$ cat src/rtl/core/acbd_ram.sv
// Generic RAM with one write port and a registered read port, each with its own address.
// No dependencies.
`default_nettype none
module acbd_ram #(
  parameter int Width = 64,
  parameter int Depth = 32
) (
  input  wire logic                     clk,
  input  wire logic                     we,
  input  wire logic [$clog2(Depth)-1:0] waddr,
  input  wire logic [Width-1:0]         wdata,
  input  wire logic [$clog2(Depth)-1:0] raddr,
  output      logic [Width-1:0]         rdata
);
  logic [Width-1:0] mem [Depth];

  always_ff @(posedge clk) begin
    if (we) begin
      mem[waddr] <= wdata;
    end
    rdata <= mem[raddr];
  end
endmodule
`default_nettype wire

$ cat config.mk
export PLATFORM = sky130hd
export DESIGN_NAME = acbd_ram
export DESIGN_NICKNAME = d
export VERILOG_FILES = /design/src/rtl/core/acbd_ram.sv
export SDC_FILE = /design/constraint.sdc
export NUM_CORES = 2
export LEC_CHECK = 0
export ABC_AREA = 1
export ABC_CLOCK_PERIOD_IN_PS = 4150
export BUFFER_PORTS_ARGS = -buffer_cell sky130_fd_sc_hd__buf_2
export CAP_MARGIN = 20
export CORE_ASPECT_RATIO = 1.5
export CORE_MARGIN = 5
export CORE_UTILIZATION = 48
export CTS_BUF_LIST = sky130_fd_sc_hd__clkbuf_16
export DETAILED_ROUTE_END_ITERATION = 10
export HOLD_SLACK_MARGIN = 0.12
export PLACE_DENSITY = 0.6
export SLEW_MARGIN = 10
export SYNTH_ARGS = -nofsm -noshare
export SYNTH_HDL_FRONTEND = slang
export SYNTH_SLANG_ARGS = --single-unit
$ cat constraint.sdc
create_clock -name clk -period 4.15 [get_ports clk]
set_clock_uncertainty 0.15 [all_clocks]
set_input_delay 0.2075 -clock clk [delete_from_list [all_inputs] [get_ports clk]]
set_output_delay 0.2075 -clock clk [all_outputs]
set_load 0.02 [all_outputs]
* Word-level counts from Yosys, hierarchy flattened
Memory sizes are Yosys's and may differ from the RTL's. A register that Yosys moved wholly into a read port is not among the register bits.
Cells that the tools add are included.
** Cells by class
- Mux-type cells :: 2
** Operators by type and width (count)
- 1-bit two-way mux :: 2
** Storage, ports and cells
- Flip-flop bits (word level) :: 0
- RAM bits :: 2048
- Memories :: 1
** Memories
- mem :: depth 32, bits a word 64, read ports 1, clocked after Yosys merged registers in 1, write ports 1, RTL line 15 : logic [Width-1:0] mem [Depth];

* Depth between registers and ports, before layout
- Depth in word-level cells :: 2
- Mapped depth :: 12

* Worst setup path before layout
Ideal clock, no wire load.
- Kind :: input to register
- Start point :: input waddr[0]
- End point :: memory mem[8][0], enable pin
- Data required time :: 3.514 ns
- Buffers on the path :: 0
- Stages :: 3
- Arrival :: 3.185 ns
- Setup time :: 0.486 ns
- Slack :: 0.329 ns
- Cells stage by stage :: inv_1 nand3_1 nor2_1
** RTL lines
- start: declaration :: RTL line 10 : input wire logic [$clog2(Depth)-1:0] waddr,
- end: declaration :: RTL line 15
Straight into the memory's write port.

==> flow_summary.ini <==
[die]
core_um2 = 172000
dieWidth_um = 350
die_y_um = 519
pin_count = 140
dieArea_um2 = 181000
num_rows = 187
initial_core_util_pct = 48.1

[clock_tree]
clkSinkCount = 2112
path_clk_slew_ns = 0.06
cts_max_path_buffers = 3
cts_buffers = 191
cts_setup_buffers = 0
clock_latency_ns = 0.83
cts_hold_buffers = 73
cts_tree = done
cts_root_buf = clkbuf_16
cts_resized = 0
cts-htree-levels = 4

[pwr]
p_switching_mw = 9.89
p_per_area_nw_per_um2 = 470
ir_drop_mv = 0.427
p_total_mw = 43.9
power.leakage_nw = 33.3
seqPwrFrac_pct = 54.2
switching_share_pct = 22.5
clockPowerShare_pct = 39.6
comb_power_share_pct = 6.1
p_int_mw = 34.0

[final_layout]
layout.nets = 6936
drive_gt1_share_pct = 8.08
regArea_um2 = 62800
area_growth_pct = 12.5
mostFrequentLayoutCell = nand2_1
fill_cells = 14224
final_cell_mix = 2376 x nand2_1, 2048 x edfxtp_1, 1800 x nand3_1, 194 x clkbuf_16, 134 x buf_2
multi_input_area_um2 = 18300

[logic_synthesis]
synth_seq_cells = 2112
synth_nets = 6844
syn_area_per_cell_um2 = 12.3
yosysSeqAreaShare_pct = 75.6
syn-cell-area_um2 = 83000
yosys_warnings = 0
syn_inst = 6768
yosys.cell_types.count = 13

[global_routing]
grt_util_met2_pct = 42.8
grt_pass1_vias = 51581
grt_use_total_pct = 25.0
grt_use_met1_pct = 33.3
top_usage_layer = met2
antenna_found_initial = 8
grt_pass1_wl_um = 341000
grtUsageMet3_pct = 3.21
grt_max_degree = 221
grt.overflow.total = 0

[place]
place_congestion = 0.762
io_buffer_count = 139
hpwlAfterDp_um = 114000
pre_cts_ws_ns = 1.37

[hold_path]
hp-class = input pin to flop
holdCritStartpoint = waddr[2]

[timing]
worst_slack_ns = 1.61
tightest_slew_ns = 1.19
drv_slew = 0
report.final.hold_viol_count = 0
period_share_pct = 61.1
tns_ns = 0
max_freq_mhz = 394
rsz0062_at_grt = false
setup_viol = 0
min_period_ns = 2.54
max-slew-margin-rel_pct = 20.6

[routing]
drc = 0
post_drt_wl_per_cell_um = 24.7
vias = 53168
wl_um = 230000
postRouteAntennaNets = 0
vias_per_cell = 5.71
drt_pass1_iterations = 5
drtIter0Drc = 5522

[critical_path]
end_kind = flop
critPathRequiredTime_ns = 4.76
cp.buffers_inverters = 4
rr_startpoint = mem[9][28]
startpoint = raddr[0]
cp.arrival_ns = 3.15
cp_slowest_stage_delay_ns = 0.63
path_delay_family = buffers and inverters
critPathLaunchType = input pin
critPathKind = input pin to flop
crit_fanout = 220
ff2ff_setup_slack_ns = 2.66
timing.critical_path.mode_cell = nand2_1
path_cells = dlygate4sd3_1 > buf_8 > inv_16 > buf_4 > nand2_1 > nand3_1 > nand3_1 > nand2_1 > nand2_1 > nand2_1 > nand2_1 > nand2_1
critPathSlowestCell = inv_16

[outcome]
status = finished, final reports clean

[flow_run]
cap_violations = 0
flip-flops by register name (all words and copies together), names as in the netlist:
register  count
rdata        64
mem        2048
per-layer routing:
| metal | share of wire (%) | up-vias | wire (um) |
|---|---|---|---|
| met5 | 0.013 | - | 29 |
| met4 | 3.1 | 4 | 7100 |
| met3 | 6.3 | 426 | 14400 |
| met2 | 51 | 1936 | 116000 |
| met1 | 40 | 26616 | 91700 |
| li1 | - | 24186 | - |
power by group through the flow:
stage / Clock [mW] / Sequential [mW] / Combinational (mW)
final: 17.4 / 23.8 / 2.70
after global routing: 18.6 / 23.8 / 2.96
after CTS: 17.7 / 23.8 / 2.72
after detailed placement: 0 / 24.3 / 2.65
after global placement: 0 / 24.3 / 2.61
after floorplan: 0 / 24.3 / 1.44
kinds of logic after synthesis:
kind of cell,after synthesis,synth area share [%]
flops,2112,75.6
simple gates,4208,21.7
buf+inv,448,2.61
layout make-up:
| cell class | count | share of cell area, % |
|---|---|---|
| timing repair buffer | 337 | 3.43 |
| antenna | 6 | 0.0161 |
| clock buffer | 194 | 5.20 |
| inverter | 10 | 0.0844 |
| tap | 2268 | 3.04 |
| multi-input combinational | 4208 | 19.6 |
| sequential | 2112 | 67.2 |
| clock inverter | 169 | 1.39 |
through the flow:
| stage | hold WS, ns | util [%] | cells | instance area [um^2] |
|---|---|---|---|---|
| floorplan | 0.156 | - | 6768 | 83000 |
| global placement | 0.476 | 50.1 | 8862 | 86500 |
| detailed placement | 0.475 | 50.1 | 8862 | 86500 |
| CTS | 0.126 | 54.1 | 9298 | 93300 |
| global route | 0.167 | 54.1 | 9300 | 93400 |
| finish | 0.170 | 54.1 | 9304 | 93400 |
final timing paths:
| kind | end | cells past startpoint |
|---|---|---|
| max reg2reg | rdata[28] | 8 |
| min reg2reg | rdata[62] | 6 |
| min | mem[21][35] | 3 |
| max | rdata[36] | 12 |
worst min-delay path, cell delays in order:
cell,delay [ns]
buf_2,0.13
nand3_1,0.36
nor2_4,0.21
Yosys cell counts, drive strengths merged:
cell / n / area share [%]
buf: 356 / 2.2
clkbuf: 82 / 0.37
dfxtp: 64 / 1.5
edfxtp: 2048 / 74
inv: 10 / 0.048
nand2: 2376 / 11
nand3: 1800 / 11
nor2: 32 / 0.14
Note: power is estimated with default switching activity, not from simulation.
