===== src/rtl/core/acbd_pkg.sv =====
// Package for the AES-CFB block decryptor: constants, types, S-box and round functions.
// Used by acbd_round, acbd_seq, the top level and the checker; no dependencies.
`default_nettype none
package acbd_pkg;
  localparam int KeyHalfSlots = 30;
  localparam int SlotW = $clog2(KeyHalfSlots);

  localparam logic [1:0] ReqKey = 2'd0;
  localparam logic [1:0] ReqIv = 2'd1;
  localparam logic [1:0] ReqData = 2'd2;

  localparam logic [3:0] RoundsMin = 4'd10;
  localparam logic [3:0] RoundsMax = 4'd14;

  typedef enum logic [2:0] {
    ST_IDLE, ST_KEY0, ST_KEY1, ST_ROUND, ST_OUT
  } state_t;

  // Control from the sequencer to the round datapath.
  typedef struct packed {
    logic load;      // State takes chain XOR round key 0.
    logic step;      // Apply one round with the current key.
    logic last;      // Final round: no MixColumns.
  } rnd_ctrl_t;

  function automatic logic [7:0] sbox(input logic [7:0] x);
    logic [7:0] r;
    case (x)
      8'h00: r=8'h63; 8'h01: r=8'h7c; 8'h02: r=8'h77; 8'h03: r=8'h7b;
      8'h04: r=8'hf2; 8'h05: r=8'h6b; 8'h06: r=8'h6f; 8'h07: r=8'hc5;
      8'h08: r=8'h30; 8'h09: r=8'h01; 8'h0a: r=8'h67; 8'h0b: r=8'h2b;
      8'h0c: r=8'hfe; 8'h0d: r=8'hd7; 8'h0e: r=8'hab; 8'h0f: r=8'h76;
      8'h10: r=8'hca; 8'h11: r=8'h82; 8'h12: r=8'hc9; 8'h13: r=8'h7d;
      8'h14: r=8'hfa; 8'h15: r=8'h59; 8'h16: r=8'h47; 8'h17: r=8'hf0;
      8'h18: r=8'had; 8'h19: r=8'hd4; 8'h1a: r=8'ha2; 8'h1b: r=8'haf;
      8'h1c: r=8'h9c; 8'h1d: r=8'ha4; 8'h1e: r=8'h72; 8'h1f: r=8'hc0;
      8'h20: r=8'hb7; 8'h21: r=8'hfd; 8'h22: r=8'h93; 8'h23: r=8'h26;
      8'h24: r=8'h36; 8'h25: r=8'h3f; 8'h26: r=8'hf7; 8'h27: r=8'hcc;
      8'h28: r=8'h34; 8'h29: r=8'ha5; 8'h2a: r=8'he5; 8'h2b: r=8'hf1;
      8'h2c: r=8'h71; 8'h2d: r=8'hd8; 8'h2e: r=8'h31; 8'h2f: r=8'h15;
      8'h30: r=8'h04; 8'h31: r=8'hc7; 8'h32: r=8'h23; 8'h33: r=8'hc3;
      8'h34: r=8'h18; 8'h35: r=8'h96; 8'h36: r=8'h05; 8'h37: r=8'h9a;
      8'h38: r=8'h07; 8'h39: r=8'h12; 8'h3a: r=8'h80; 8'h3b: r=8'he2;
      8'h3c: r=8'heb; 8'h3d: r=8'h27; 8'h3e: r=8'hb2; 8'h3f: r=8'h75;
      8'h40: r=8'h09; 8'h41: r=8'h83; 8'h42: r=8'h2c; 8'h43: r=8'h1a;
      8'h44: r=8'h1b; 8'h45: r=8'h6e; 8'h46: r=8'h5a; 8'h47: r=8'ha0;
      8'h48: r=8'h52; 8'h49: r=8'h3b; 8'h4a: r=8'hd6; 8'h4b: r=8'hb3;
      8'h4c: r=8'h29; 8'h4d: r=8'he3; 8'h4e: r=8'h2f; 8'h4f: r=8'h84;
      8'h50: r=8'h53; 8'h51: r=8'hd1; 8'h52: r=8'h00; 8'h53: r=8'hed;
      8'h54: r=8'h20; 8'h55: r=8'hfc; 8'h56: r=8'hb1; 8'h57: r=8'h5b;
      8'h58: r=8'h6a; 8'h59: r=8'hcb; 8'h5a: r=8'hbe; 8'h5b: r=8'h39;
      8'h5c: r=8'h4a; 8'h5d: r=8'h4c; 8'h5e: r=8'h58; 8'h5f: r=8'hcf;
      8'h60: r=8'hd0; 8'h61: r=8'hef; 8'h62: r=8'haa; 8'h63: r=8'hfb;
      8'h64: r=8'h43; 8'h65: r=8'h4d; 8'h66: r=8'h33; 8'h67: r=8'h85;
      8'h68: r=8'h45; 8'h69: r=8'hf9; 8'h6a: r=8'h02; 8'h6b: r=8'h7f;
      8'h6c: r=8'h50; 8'h6d: r=8'h3c; 8'h6e: r=8'h9f; 8'h6f: r=8'ha8;
      8'h70: r=8'h51; 8'h71: r=8'ha3; 8'h72: r=8'h40; 8'h73: r=8'h8f;
      8'h74: r=8'h92; 8'h75: r=8'h9d; 8'h76: r=8'h38; 8'h77: r=8'hf5;
      8'h78: r=8'hbc; 8'h79: r=8'hb6; 8'h7a: r=8'hda; 8'h7b: r=8'h21;
      8'h7c: r=8'h10; 8'h7d: r=8'hff; 8'h7e: r=8'hf3; 8'h7f: r=8'hd2;
      8'h80: r=8'hcd; 8'h81: r=8'h0c; 8'h82: r=8'h13; 8'h83: r=8'hec;
      8'h84: r=8'h5f; 8'h85: r=8'h97; 8'h86: r=8'h44; 8'h87: r=8'h17;
      8'h88: r=8'hc4; 8'h89: r=8'ha7; 8'h8a: r=8'h7e; 8'h8b: r=8'h3d;
      8'h8c: r=8'h64; 8'h8d: r=8'h5d; 8'h8e: r=8'h19; 8'h8f: r=8'h73;
      8'h90: r=8'h60; 8'h91: r=8'h81; 8'h92: r=8'h4f; 8'h93: r=8'hdc;
      8'h94: r=8'h22; 8'h95: r=8'h2a; 8'h96: r=8'h90; 8'h97: r=8'h88;
      8'h98: r=8'h46; 8'h99: r=8'hee; 8'h9a: r=8'hb8; 8'h9b: r=8'h14;
      8'h9c: r=8'hde; 8'h9d: r=8'h5e; 8'h9e: r=8'h0b; 8'h9f: r=8'hdb;
      8'ha0: r=8'he0; 8'ha1: r=8'h32; 8'ha2: r=8'h3a; 8'ha3: r=8'h0a;
      8'ha4: r=8'h49; 8'ha5: r=8'h06; 8'ha6: r=8'h24; 8'ha7: r=8'h5c;
      8'ha8: r=8'hc2; 8'ha9: r=8'hd3; 8'haa: r=8'hac; 8'hab: r=8'h62;
      8'hac: r=8'h91; 8'had: r=8'h95; 8'hae: r=8'he4; 8'haf: r=8'h79;
      8'hb0: r=8'he7; 8'hb1: r=8'hc8; 8'hb2: r=8'h37; 8'hb3: r=8'h6d;
      8'hb4: r=8'h8d; 8'hb5: r=8'hd5; 8'hb6: r=8'h4e; 8'hb7: r=8'ha9;
      8'hb8: r=8'h6c; 8'hb9: r=8'h56; 8'hba: r=8'hf4; 8'hbb: r=8'hea;
      8'hbc: r=8'h65; 8'hbd: r=8'h7a; 8'hbe: r=8'hae; 8'hbf: r=8'h08;
      8'hc0: r=8'hba; 8'hc1: r=8'h78; 8'hc2: r=8'h25; 8'hc3: r=8'h2e;
      8'hc4: r=8'h1c; 8'hc5: r=8'ha6; 8'hc6: r=8'hb4; 8'hc7: r=8'hc6;
      8'hc8: r=8'he8; 8'hc9: r=8'hdd; 8'hca: r=8'h74; 8'hcb: r=8'h1f;
      8'hcc: r=8'h4b; 8'hcd: r=8'hbd; 8'hce: r=8'h8b; 8'hcf: r=8'h8a;
      8'hd0: r=8'h70; 8'hd1: r=8'h3e; 8'hd2: r=8'hb5; 8'hd3: r=8'h66;
      8'hd4: r=8'h48; 8'hd5: r=8'h03; 8'hd6: r=8'hf6; 8'hd7: r=8'h0e;
      8'hd8: r=8'h61; 8'hd9: r=8'h35; 8'hda: r=8'h57; 8'hdb: r=8'hb9;
      8'hdc: r=8'h86; 8'hdd: r=8'hc1; 8'hde: r=8'h1d; 8'hdf: r=8'h9e;
      8'he0: r=8'he1; 8'he1: r=8'hf8; 8'he2: r=8'h98; 8'he3: r=8'h11;
      8'he4: r=8'h69; 8'he5: r=8'hd9; 8'he6: r=8'h8e; 8'he7: r=8'h94;
      8'he8: r=8'h9b; 8'he9: r=8'h1e; 8'hea: r=8'h87; 8'heb: r=8'he9;
      8'hec: r=8'hce; 8'hed: r=8'h55; 8'hee: r=8'h28; 8'hef: r=8'hdf;
      8'hf0: r=8'h8c; 8'hf1: r=8'ha1; 8'hf2: r=8'h89; 8'hf3: r=8'h0d;
      8'hf4: r=8'hbf; 8'hf5: r=8'he6; 8'hf6: r=8'h42; 8'hf7: r=8'h68;
      8'hf8: r=8'h41; 8'hf9: r=8'h99; 8'hfa: r=8'h2d; 8'hfb: r=8'h0f;
      8'hfc: r=8'hb0; 8'hfd: r=8'h54; 8'hfe: r=8'hbb; 8'hff: r=8'h16;
      default: r = 8'h00;
    endcase
    return r;
  endfunction

  function automatic logic [7:0] xtime(input logic [7:0] b);
    return {b[6:0], 1'b0} ^ (b[7] ? 8'h1b : 8'h00);
  endfunction

  // Byte i of the state sits at bits 8i+7:8i; byte index = row + 4 * column.
  function automatic logic [127:0] sub_shift(input logic [127:0] s);
    logic [127:0] t;
    for (int c = 0; c < 4; c++) begin
      for (int r = 0; r < 4; r++) begin
        t[8*(r+4*c) +: 8] = sbox(s[8*(r+4*((c+r)%4)) +: 8]);
      end
    end
    return t;
  endfunction

  function automatic logic [127:0] mix_columns(input logic [127:0] s);
    logic [127:0] t;
    logic [7:0] a0, a1, a2, a3, al;
    for (int c = 0; c < 4; c++) begin
      a0 = s[32*c +: 8];
      a1 = s[32*c+8 +: 8];
      a2 = s[32*c+16 +: 8];
      a3 = s[32*c+24 +: 8];
      al = a0 ^ a1 ^ a2 ^ a3;
      t[32*c +: 8] = a0 ^ al ^ xtime(a0 ^ a1);
      t[32*c+8 +: 8] = a1 ^ al ^ xtime(a1 ^ a2);
      t[32*c+16 +: 8] = a2 ^ al ^ xtime(a2 ^ a3);
      t[32*c+24 +: 8] = a3 ^ al ^ xtime(a3 ^ a0);
    end
    return t;
  endfunction

  // Byte mask for the first n bytes of a 128-bit block, n in 0..16.
  function automatic logic [127:0] byte_mask(input logic [4:0] n);
    logic [127:0] m;
    for (int i = 0; i < 16; i++) begin
      m[8*i +: 8] = (5'(i) < n) ? 8'hff : 8'h00;
    end
    return m;
  endfunction
endpackage
`default_nettype wire


===== src/rtl/core/acbd_seq.sv =====
// Sequencer: accepts items, fetches key halves from the store, runs the rounds.
// Depends on acbd_pkg.
`default_nettype none
module acbd_seq (
  input  wire logic                        clk,
  input  wire logic                        rst,
  input  wire logic                        in_take,
  input  wire logic                        is_data,
  input  wire logic [3:0]                  rounds,
  input  wire logic                        out_free,
  output      logic                        busy,
  output      logic                        out_load,
  output      logic [acbd_pkg::SlotW-1:0]  key_addr,
  output      logic                        key_lo_we,
  output      acbd_pkg::rnd_ctrl_t         ctrl
);
  acbd_pkg::state_t state, state_next;
  logic [3:0] rnd, rnd_next;

  // The key read is registered: ST_KEY0 addresses the low half, ST_KEY1 the high half.
  always_comb begin
    state_next = state;
    rnd_next = rnd;
    case (state)
      acbd_pkg::ST_IDLE: begin
        if (in_take && is_data) begin
          state_next = acbd_pkg::ST_KEY0;
          rnd_next = 4'd0;
        end
      end
      acbd_pkg::ST_KEY0: state_next = acbd_pkg::ST_KEY1;
      acbd_pkg::ST_KEY1: state_next = acbd_pkg::ST_ROUND;
      acbd_pkg::ST_ROUND: begin
        if (rnd == rounds) begin
          state_next = acbd_pkg::ST_OUT;
        end else begin
          rnd_next = rnd + 4'd1;
          state_next = acbd_pkg::ST_KEY0;
        end
      end
      acbd_pkg::ST_OUT: begin
        if (out_free) begin
          state_next = acbd_pkg::ST_IDLE;
        end
      end
      default: state_next = acbd_pkg::ST_IDLE;
    endcase
  end

  always_comb begin
    busy = 1'b1;
    out_load = 1'b0;
    key_lo_we = 1'b0;
    ctrl = '0;
    key_addr = acbd_pkg::SlotW'({rnd, 1'b0});
    case (state)
      acbd_pkg::ST_IDLE: busy = 1'b0;
      acbd_pkg::ST_KEY0: busy = 1'b1;
      acbd_pkg::ST_KEY1: begin
        key_lo_we = 1'b1;
        key_addr = acbd_pkg::SlotW'({rnd, 1'b1});
      end
      acbd_pkg::ST_ROUND: begin
        ctrl.load = (rnd == 4'd0);
        ctrl.step = (rnd != 4'd0);
        ctrl.last = (rnd == rounds);
      end
      acbd_pkg::ST_OUT: out_load = out_free;
      default: busy = 1'b1;
    endcase
  end

  always_ff @(posedge clk) begin
    if (rst) begin
      state <= acbd_pkg::ST_IDLE;
      rnd <= 4'd0;
    end else begin
      state <= state_next;
      rnd <= rnd_next;
    end
  end
endmodule
`default_nettype wire


===== config.mk =====
export PLATFORM = sky130hd
export DESIGN_NAME = acbd_seq
export DESIGN_NICKNAME = d
export VERILOG_FILES = /design/src/rtl/core/acbd_pkg.sv /design/src/rtl/core/acbd_seq.sv
export SDC_FILE = /design/constraint.sdc
export NUM_CORES = 1
export LEC_CHECK = 0
export ABC_AREA = 1
export BUFFER_PORTS_ARGS = -buffer_cell sky130_fd_sc_hd__buf_4
export CAP_MARGIN = 10
export CORE_AREA = 4 4 41 43
export CTS_CLUSTER_DIAMETER = 40
export DETAILED_ROUTE_END_ITERATION = 16
export DIE_AREA = 0 0 45 47
export PLACE_DENSITY = 0.7
export SYNTH_ARGS = -nofsm -noshare
export SYNTH_HDL_FRONTEND = slang
export SYNTH_SLANG_ARGS = --single-unit

===== constraint.sdc =====
create_clock -name clk -period 3.1 [get_ports clk]
set_input_delay 0.155 -clock clk [delete_from_list [all_inputs] [get_ports clk]]
set_output_delay 0.155 -clock clk [all_outputs]
set_load 0.005 [all_outputs]

After elaboration in Yosys (flattened, before gate mapping)
Cells that the tools add are included.
W data, S select, Z words.

storage, ports and cells
  bits in registers = 7
  bits of input ports = 9
  output and inout port bits = 11
  word-level logic and storage cells = 30

operators by class
  $add $sub $neg = 1
  equality and inequality tests = 8
  mux-type cells = 12
  reduce and logical (&&, ||, !) cells = 7

operators by type and width
  kind                   count
  $pmux W3 S5            1
  $mux W3                4
  $mux W4                2
  $pmux W4 S2            1
  $eq A3 B2 Y1 const B   2
  $ne A2 B2 Y1 const B   3
  $add A4 B1 Y4 const B  1
  $eq A4 B4 Y1           1
  $logic_not A4 Y1       1
  $mux W1                4
  $reduce_bool A4 Y1     1
  $eq A3 B1 Y1 const B   1
  $eq A3 B3 Y1 const B   1
  $logic_not A3 Y1       1
  $reduce_and A3 Y1      1
  $reduce_and A2 Y1      1
  $reduce_bool A2 Y1     1
  $logic_and A1 B1 Y1    1

Logic depth before layout (Yosys ltp)
Gate-level depths: netlist of the first run.

  depth in word-level cells = 3
  gate-level depth with buffers = 9
  depth with buffers taken out = 9

Worst setup path after synthesis of the first run
No wires, ideal clock.

  path kind = register to register
  from = register rnd[2]
  to = register rnd[1]
  library setup time = 0.112 ns
  data arrival time = 1.044 ns
  required time = 2.988 ns
  path slack = 1.945 ns
  stages on the path, launching flop included = 10
  buffers on the path = 0
  period minus slack after synthesis = 1.155 ns
  path through = dfxtp_1 inv_1 nand2_2 nand2_2 nor2_4 nand3_4 nand2_4 inv_2 nor2_1 nor2_1

between the ends
  word-level cells in the longest chain between the ends = 3

ends and longest elaborated chain
  item                                line            RTL
  start: declaration                  acbd_seq.sv:18  logic [3:0] rnd, rnd_next;
  start signal: assignment            acbd_seq.sv:79  rnd <= rnd_next;
  $eq A4 B4 Y1                        acbd_seq.sv:34  if (rnd == rounds) begin
  $ne A2 B2 Y1 (no source line)       -
  $reduce_and A3 Y1 (no source line)  -

Every way passes these cells.
A chain may end at the register's enable or synchronous reset.

==> results.yml, run 1 <==
outcome:
  status: "finished, final reports clean"
synth:
  synth_cell_type_count: 21
  syn_area_um2: 563
  synth_seq_cells: 7
  syn-instance-count: 89
  ys_warn_count: 0
  syn_area_per_cell_um2: 6.33
  yosysSeqAreaShare_pct: 24.9
  syn_nets: 100
floorplanning:
  die_height_um: 47
  dieWidth_um: 45
  rows: 13
  start_util_pct: 43.3
  ios: 20
  coreArea_mm2: 0.00130
  dieArea_mm2: 0.00212
timing:
  rsz0062_at_grt: "false"
  layout_min_cycle_time_ps: 1520
  hold_viol_final: 0
  finalCritPeriodShare_pct: 48.9
  fin_skew_ps: 0.164
  setup_ws_ps: 1580
  fmax_mhz: 659
  finalSetupTns_ps: 0
  relSlewSlack_pct: 83.2
  tightest_slew_ps: 251
  finalSetupViolations: 0
  final_max_slew_viol_count: 0
placement:
  pre_cts_slack_ps: 1790
  gp_congestion: 0.832
  io_buffers: 19
  dp_hpwl_um: 1090
  dpl.cell_count: 122
  postPlaceCellArea_um2: 717
setup_path:
  cp.arrival_ps: 1360
  endpoint_kind: "primary output"
  worstPathRequired_ps: 2940
  r2r_cells: 9
  r2r-end: "rnd[3]"
  max_stage_delay_ps: 420
  crit_path_max_fanout: 7
  crit_type: "reg2out"
  path_cells: "inv_1, nand2_1, nand2_1, nor2_4, nand3_4, inv_1, buf_4"
  rrSetupSlack_ps: 1800
  start_kind: "flip-flop"
  cp_slowest_cell: "dfxtp_1"
  r2r-start: "rnd[0]"
  crit_start: "rnd[0]"
  critical_path.endpoint: "ctrl[0]"
route:
  wire_per_inst_um: 10.1
  met3WireLength_um: 58
  vias: 573
  remaining_drc_errors: 0
  firstDrtPassIters: 2
  routed.top_layer: "met3"
  wl_met1_um: 602
  first_iter_violations: 2
  routed_via_density: 4.55
  routed_wl_um: 1270
  ant_nets: 0
  wl_met2_um: 606
job:
  timing.max_cap.violations: 0
final_layout:
  syn_to_final_growth_pct: 32.0
  instances_no_fill: 126
  final_area_um2: 743
  n_antenna_cell: 0
  nNetsFinal: 123
  drive_gt1_share_pct: 35.1
global_routing:
  grt_max_degree: 8
  grt_util_all_layers_pct: 14.1
  antenna_found_initial: 0
  gr-total-overflow: 0
  grt_pass1_vias: 538
  grt_pass1_wl_um: 2150
power_and_ir_drop:
  vdd_drop_max_mv: 0.260
  power_w: 0.000276
  power-per-cell-area_mw_per_mm2: 371
  p_leak_nw: 0.390
hold_path:
  min_path_type: "in2reg"
clock_network:
  cts_setup_buffers: 0
  clk_latency_ps: 240
  cts_root_buf: "clkbuf_4"
  cts_tree: "done"
  cts_max_level: 1
  ctsLongestPathBuffers: 2
  path_clk_slew_ps: 50
  ctsHoldBuffers: 0
  cts_inserted_buffers: 3
  cts.sinks: 7
  post_cts_resized: 0
[cell type report]
type                            count  area (um2)
Fill cell                         137         558
Multi-Input combinational cell     64         347
Timing Repair Buffer               19         143
Sequential cell                     7         140
Inverter                           17        68.8
Clock buffer                        4        26.3
Tap cell                           15        18.8
[through the flow]
step / utilization [%] / hold slack, ps
after floorplan: - / 217
after global placement: 55.1 / 355
after detailed placement: 55.1 / 352
after CTS: 57.1 / 95.9
after global routing: 57.1 / 109
final: 57.1 / 102
[sequential cells by signal, indices dropped and copies added, names as in the netlist]
signal / flops
state: 3
rnd: 4
[kinds of logic (layout without fill, tap and decap cells)]
logic type	after synthesis	in the layout	share of synthesized area, %
fa+ha+maj	2	2	4.44
flops	7	7	24.9
xor+xnor	1	1	1.56
buf+inv	18	40	13.6
compound gates	4	4	4.22
simple gates	57	57	51.3
[worst min-delay path by stage]
stage,startpoint,endpoint,slack (ps),cells after the start
floorplan,rst,rnd[2],220,1
global placement,rst,rnd[2],360,2
detailed placement,rst,rnd[2],350,2
CTS,rst,rnd[2],100,2
global route,rst,rnd[2],110,2
finish,rst,rnd[2],100,2
[per-layer routing]
metal  track usage, %  vias up
met5                0        -
met4             7.02        0
met3             1.53        0
met2             24.3        8
met1             17.4      248
li1                 -      317
[placed cells by master, fill, tap and decap left out, types with 2 or more instances in the layout]
cell,instances
inv_2,4
clkbuf_4,3
inv_1,12
nor2_1,10
nand2_1,26
nand3_2,2
nand2_2,4
nor3_1,2
nor2_4,2
buf_4,19
nand3_1,7
dfxtp_1,7
a21oi_1,2
ha_1,2
[power breakdown]
group	internal (W)	switching, W
Clock	0.0000488	0.0000286
Sequential	0.0000972	0.0000108
Combinational	0.0000403	0.0000503
Total	0.000186	0.0000897
[worst max-delay path, delay by kind of cell (launching register included)]
| family | cells | cell delay (ps) |
|---|---|---|
| flops | 1 | 420 |
| simple gates | 4 | 410 |
| buf+inv | 3 | 290 |
[cells in the mapped netlist (all sizes together)]
master / instances / share of area, %
nand3: 10 / 13
ha: 2 / 4.4
nor4: 1 / 1.1
dfxtp: 7 / 25
nor2: 13 / 12
clkinv: 1 / 1.6
o21ai: 1 / 0.89
a21oi: 3 / 3.3
nor3: 2 / 1.8
buf: 1 / 1.3
nand2: 31 / 24
inv: 16 / 11
xnor2: 1 / 1.6
Note: power is estimated with default switching activity, not from simulation.
==> run 2, diff against run 1 <==
--- a/config.mk
+++ b/config.mk
@@ -5,14 +5,14 @@
 export SDC_FILE = /design/constraint.sdc
 export NUM_CORES = 1
 export LEC_CHECK = 0
-export ABC_AREA = 1
+export ABC_AREA = 0
 export BUFFER_PORTS_ARGS = -buffer_cell sky130_fd_sc_hd__buf_4
 export CAP_MARGIN = 10
 export CORE_AREA = 4 4 41 43
 export CTS_CLUSTER_DIAMETER = 40
 export DETAILED_ROUTE_END_ITERATION = 16
 export DIE_AREA = 0 0 45 47
-export PLACE_DENSITY = 0.7
+export PLACE_DENSITY = 0.67
 export SYNTH_ARGS = -nofsm -noshare
 export SYNTH_HDL_FRONTEND = slang
 export SYNTH_SLANG_ARGS = --single-unit
==> constraint.sdc (replaced) <==
create_clock -name clk -period 1.35 [get_ports clk]
set_input_delay 0.0675 -clock clk [delete_from_list [all_inputs] [get_ports clk]]
set_output_delay 0.0675 -clock clk [all_outputs]
set_load 0.005 [all_outputs]
==> run 2 against run 1 <==
Clock power rose to 2.6 times the previous value. Area after synthesis decreased by 12%. Synthesized cell count is 31% lower. Power rose to 2.5 times the previous value. Non-clock buffer count grew 13. The flow now finishes with violations (setup timing). Sequential cell count stayed put. Via count is 1.0% higher. Clock-buffer cell count did not move. Largest power group is now combinational cells.
==> results.yml, run 2 <==
outcome:
  status: "finished, violations left"
  violations: "setup timing"
timing:
  fmax_mhz: 619
  final_max_slew_viol_count: 0
  hold_viol_final: 0
  setup_ws_ps: -265
  rsz0062_at_grt: "true"
  relSlewSlack_pct: 79.6
  tightest_slew_ps: 303
  layout_min_cycle_time_ps: 1610
  finalCritPeriodShare_pct: 120
  finalSetupViolations: 7
  fin_skew_ps: 1.09
floorplanning:
  ios: 20
  dieWidth_um: 45
  dieArea_mm2: 0.00212
  start_util_pct: 38.0
  rows: 13
  coreArea_mm2: 0.00130
  die_height_um: 47
final_layout:
  fillCellCount: 121
  regMostFlops: "rnd"
  syn_to_final_growth_pct: 67.1
  n_antenna_cell: 0
  reg_top3: "rnd (4), state (3)"
  layout_commonest_cell: "buf_4"
  largest_register_ffs: 4
  final_cell_mix: "buf_4 (31), nand2_1 (5), xor2_2 (4), nor2_1 (4), nand3_1 (4)"
  nNetsFinal: 104
  final_util_pct: 63.5
  drive_gt1_share_pct: 56.5
setup_path:
  endpoint_kind: "primary output"
  crit_type: "reg2out"
  worstPathRequired_ps: 1280
  cp.arrival_ps: 1550
  crit_path_max_fanout: 3
  start_kind: "flip-flop"
placement:
  dp_hpwl_um: 1020
  gp_congestion: 0.759
  io_buffers: 19
global_routing:
  antenna_found_initial: 0
  grt_pass1_wl_um: 2210
  grt_util_all_layers_pct: 14.6
  grt_max_degree: 9
  grt_pass1_vias: 528
  gr-total-overflow: 0
route:
  first_iter_violations: 7
  vias: 579
  routed_wl_um: 1490
  remaining_drc_errors: 0
  routed_via_density: 5.41
  wire_per_inst_um: 13.9
  ant_nets: 0
  firstDrtPassIters: 4
clock_network:
  cts_max_level: 1
  cts_tree: "done"
  clk_latency_ps: 260
  ctsHoldBuffers: 0
  cts_inserted_buffers: 3
  ctsLongestPathBuffers: 2
  path_clk_slew_ps: 60
  cts.sinks: 7
  cts_root_buf: "clkbuf_4"
synth:
  synth_cell_type_count: 31
  syn_area_um2: 494
  syn_area_per_cell_um2: 8.10
  yosysSeqAreaShare_pct: 28.4
  ys_async_sr_fraction_pct: 0
  synth_common_cells: "dfxtp_1 (7), nand2_1 (5), nor2_1 (5), nand3_1 (4), xor2_1 (4)"
  synth_edf_count: 0
  syn-instance-count: 61
  synthTopCellsByArea: "dfxtp_1 (28%), xor2_1 (7.1%), ha_1 (5.1%)"
  yosysMostFrequentCell: "dfxtp_1"
  ys_warn_count: 0
  yosys.area.top_type_share_pct: 28.4
  synth_seq_cells: 7
  syn_nets: 72
  yosys.area.top_type: "dfxtp_1"
  synth-main-ff-cell: "dfxtp_1"
power_and_ir_drop:
  power_w: 0.000701
  power-per-cell-area_mw_per_mm2: 848
  vdd_drop_max_mv: 0.732
  p_leak_nw: 0.367
hold_path:
  min_path_type: "in2reg"
job:
  timing.max_cap.violations: 0
run 2: cell count changes after synthesis, moves of 3 or more:
cell	before	now
nor2_1	10	5
nand2_2	4	0
nand3_1	7	4
xor2_1	0	4
inv_2	4	0
nand2_1	26	5
inv_1	12	3
run 2: cell families after synthesis:
logic type	share of synthesized area [%]
DFF	28.4
AOI/OAI and AO/OA	16.7
and+or+nand+nor	32.2
buffers and inverters	8.86
adders and majority gates	5.06
xor gates and xnor gates	8.86
run 2: layer usage:
layer,track usage [%],vias up,wire (um)
met5,0,-,0
met4,8.77,0,19
met3,2.68,4,137
met2,26.0,22,708
met1,16.0,275,622
li1,-,278,-
run 2: worst max-delay path: stages (launching register included):
cell and delay [ps]:
dfxtp_4 340, xor2_2 140, or4_4 580, nor2_4 110, buf_4 110
run 2: cell type report:
cell class / count / area [um2] / share of cell area (%)
clock buffer: 4 / 26.3 / 3.18
inverter: 3 / 11.3 / 1.36
multi-input combinational: 46 / 378 / 45.8
sequential: 7 / 148 / 17.9
tap: 15 / 18.8 / 2.27
timing repair buffer: 32 / 244 / 29.5
run 2: stage by stage:
| step | setup WS, ps | TNS (ps) | cell area [um2] | hold slack (ps) | std cells |
|---|---|---|---|---|---|
| CTS | -266 | -1100 | 763 | 39.7 | 106 |
| finish | -265 | -1130 | 826 | 34.1 | 107 |
| global route | -313 | -1620 | 826 | 45.6 | 107 |
| floorplan | -163 | -532 | 499 | 263 | 61 |
| global placement | -97.6 | -278 | 703 | 318 | 100 |
| detailed placement | -119 | -349 | 703 | 315 | 100 |
run 2: power by group:
group,total [W],switching [W],internal [W]
registers,0.000236,0.0000139,0.000222
clock network,0.000204,0.0000904,0.000114
logic,0.000261,0.000117,0.000144
total,0.000701,0.000221,0.000479
run 2: final timing paths:
path	from	to	slack (ps)	cells past startpoint
max	rnd[0]	ctrl[0]	-260	4
min	rst	rnd[2]	30	2
max reg2reg	rnd[0]	rnd[0]	-240	5
min reg2reg	state[2]	state[1]	560	2
run 2: what timing repair did:
item / in CTS / in global routing
resized for setup: 6 / 9
cloned: 0 / 0
hold endpoints to repair: 0 / 0
endpoints found under the setup margin: 7 / 12
buffers inserted: 2 / 1
pin swaps: 1 / 4
==> run 3, diff against run 2 <==
--- a/config.mk
+++ b/config.mk
@@ -8,11 +8,13 @@
 export ABC_AREA = 0
 export BUFFER_PORTS_ARGS = -buffer_cell sky130_fd_sc_hd__buf_4
 export CAP_MARGIN = 10
-export CORE_AREA = 4 4 41 43
+export CELL_PAD_IN_SITES_DETAIL_PLACEMENT = 1
+export CELL_PAD_IN_SITES_GLOBAL_PLACEMENT = 2
+export CORE_MARGIN = 4
+export CORE_UTILIZATION = 22
 export CTS_CLUSTER_DIAMETER = 40
 export DETAILED_ROUTE_END_ITERATION = 16
-export DIE_AREA = 0 0 45 47
-export PLACE_DENSITY = 0.67
+export PLACE_DENSITY_LB_ADDON = 0.1
 export SYNTH_ARGS = -nofsm -noshare
 export SYNTH_HDL_FRONTEND = slang
 export SYNTH_SLANG_ARGS = --single-unit
==> run 3 against run 2 <==
The flow still finishes with violations (setup timing). Power increased by 10%. Non-clock buffer count increased by 5. Hold slack improved by 11 ps. Die area increased by 45%. Global-route usage decreased by 2.9 points. Routed wire length increased by 18%. Sequential share of layout area decreased by 1.1 points. Largest cell class unchanged. Largest power group unchanged.
==> results.yml, run 3 (synthesis results as in run 2) <==
timing:
  rsz0062_at_grt: "true"
  hold_viol_final: 0
  layout_min_cycle_time_ps: 1610
  finalCritPeriodShare_pct: 119
  finalSetupViolations: 5
  setup_ws_ps: -256
  whs_ps: 44.6
  final_max_slew_viol_count: 0
  relSlewSlack_pct: 80.2
  fin_skew_ps: 5.10
  fmax_mhz: 623
  tightest_slew_ps: 294
setup_path:
  path_cells: "xor2_2, or4_4, nor2_4, buf_4"
  endpoint_kind: "primary output"
  max_stage_delay_ps: 580
  crit_path_max_fanout: 3
  r2r_cells: 5
  crit_type: "reg2out"
  cp_slowest_cell: "or4_4"
  worstPathRequired_ps: 1280
  start_kind: "flip-flop"
  cp.arrival_ps: 1540
route:
  first_iter_violations: 2
  routed_wl_um: 1750
  wire_per_inst_um: 14.1
  ant_nets: 0
  routed_via_density: 4.82
  vias: 598
  remaining_drc_errors: 0
  firstDrtPassIters: 4
global_routing:
  grt_pass1_vias: 573
  grt_max_degree: 9
  antenna_found_initial: 0
  grt_util_all_layers_pct: 11.7
  met1_usage_pct: 15.7
  grt_pass1_wl_um: 2840
  busiest_layer: "met2"
  use_met3_pct: 3.26
  gr-total-overflow: 0
  grt_use_met2_pct: 17.2
final_layout:
  n_antenna_cell: 0
  final_area_um2: 896
  drive_gt1_share_pct: 61.9
  regMostFlops: "rnd"
  nNetsFinal: 109
  final_cell_mix: "buf_4 (31), buf_6 (6), nand2_1 (5), dfxtp_2 (5)"
  syn_to_final_growth_pct: 81.3
  largest_register_ffs: 4
  layout_commonest_cell: "buf_4"
  reg_top3: "rnd (4), state (3)"
  final_util_pct: 43.9
floorplanning:
  ios: 20
  start_util_pct: 24.2
  die_height_um: 55.4
  dieArea_mm2: 0.00307
  rows: 16
  coreArea_mm2: 0.00204
  dieWidth_um: 55.4
placement:
  pre_cts_slack_ps: -131
  io_buffers: 19
  postPlaceCellArea_um2: 718
  dp_hpwl_um: 1240
  gp_congestion: 0.689
clock_network:
  ctsLongestPathBuffers: 2
  cts.sinks: 7
  cts_inserted_buffers: 3
  cts_max_level: 1
  clk_latency_ps: 260
  path_clk_slew_ps: 60
  cts_root_buf: "clkbuf_4"
  cts_tree: "done"
power_and_ir_drop:
  vdd_drop_max_mv: 0.423
  p_leak_nw: 0.396
  power_w: 0.000771
  power-per-cell-area_mw_per_mm2: 860
outcome:
  status: "finished, violations left"
  violations: "setup timing"
hold_path:
  worstHoldPathCells: 2
  min_path_type: "in2reg"
job:
  timing.max_cap.violations: 0
run 3: changes by cell type in the layout (fill, tap and decap cells not counted), sizes merged:
| cell | change |
|---|---|
| buf | +5 |
run 3: layout make-up:
cell class	instances	area, um2
well taps	27	33.8
flip-flops and latches	7	150
repair buffers	37	300
inverters	3	11.3
clock buffers	4	26.3
fillers	260	1150
multi-input cells	46	374
run 3: final timing paths:
kind                               start       end  slack (ps)
worst max-delay path              rnd[1]   ctrl[0]        -260
worst min-delay path                 rst  state[0]          40
worst max register to register    rnd[1]    rnd[0]        -230
worst min register to register  state[2]  state[1]         550
run 3: worst max-delay path, delay by kind of cell (launching register included):
kind / cells / cell delay [ps]
DFF: 1 / 330
buffers and inverters: 1 / 110
and+or+nand+nor: 2 / 690
xor gates and xnor gates: 1 / 140
run 3: timing repair:
action                     CTS  global route
setup endpoints to repair    9            11
setup buffers                3             5
gates cloned                 0             0
resized for setup            8            16
pin swaps                    2             9
hold buffers                 0             0
run 3: routing by layer:
layer | up-vias | routed length [um]
met3 | 4 | 65
met1 | 290 | 845
met4 | 0 | 27
met2 | 15 | 815
li1 | 289 | -
met5 | - | 0
run 3: report_power, final:
part / switching (W) / internal (W) / total (W)
combinational: 0.000135 / 0.000187 / 0.000322
clock: 0.0000954 / 0.000114 / 0.000209
sequential: 0.0000145 / 0.000225 / 0.000239
total: 0.000245 / 0.000526 / 0.000771
run 3: metrics by stage:
stage          instances  setup TNS, ps
4_1_cts              119          -1100
3_5_place_dp         112           -449
3_3_place_gp         112           -335
2_1_floorplan         61           -532
6_report             124          -1020
5_1_grt              124          -1370
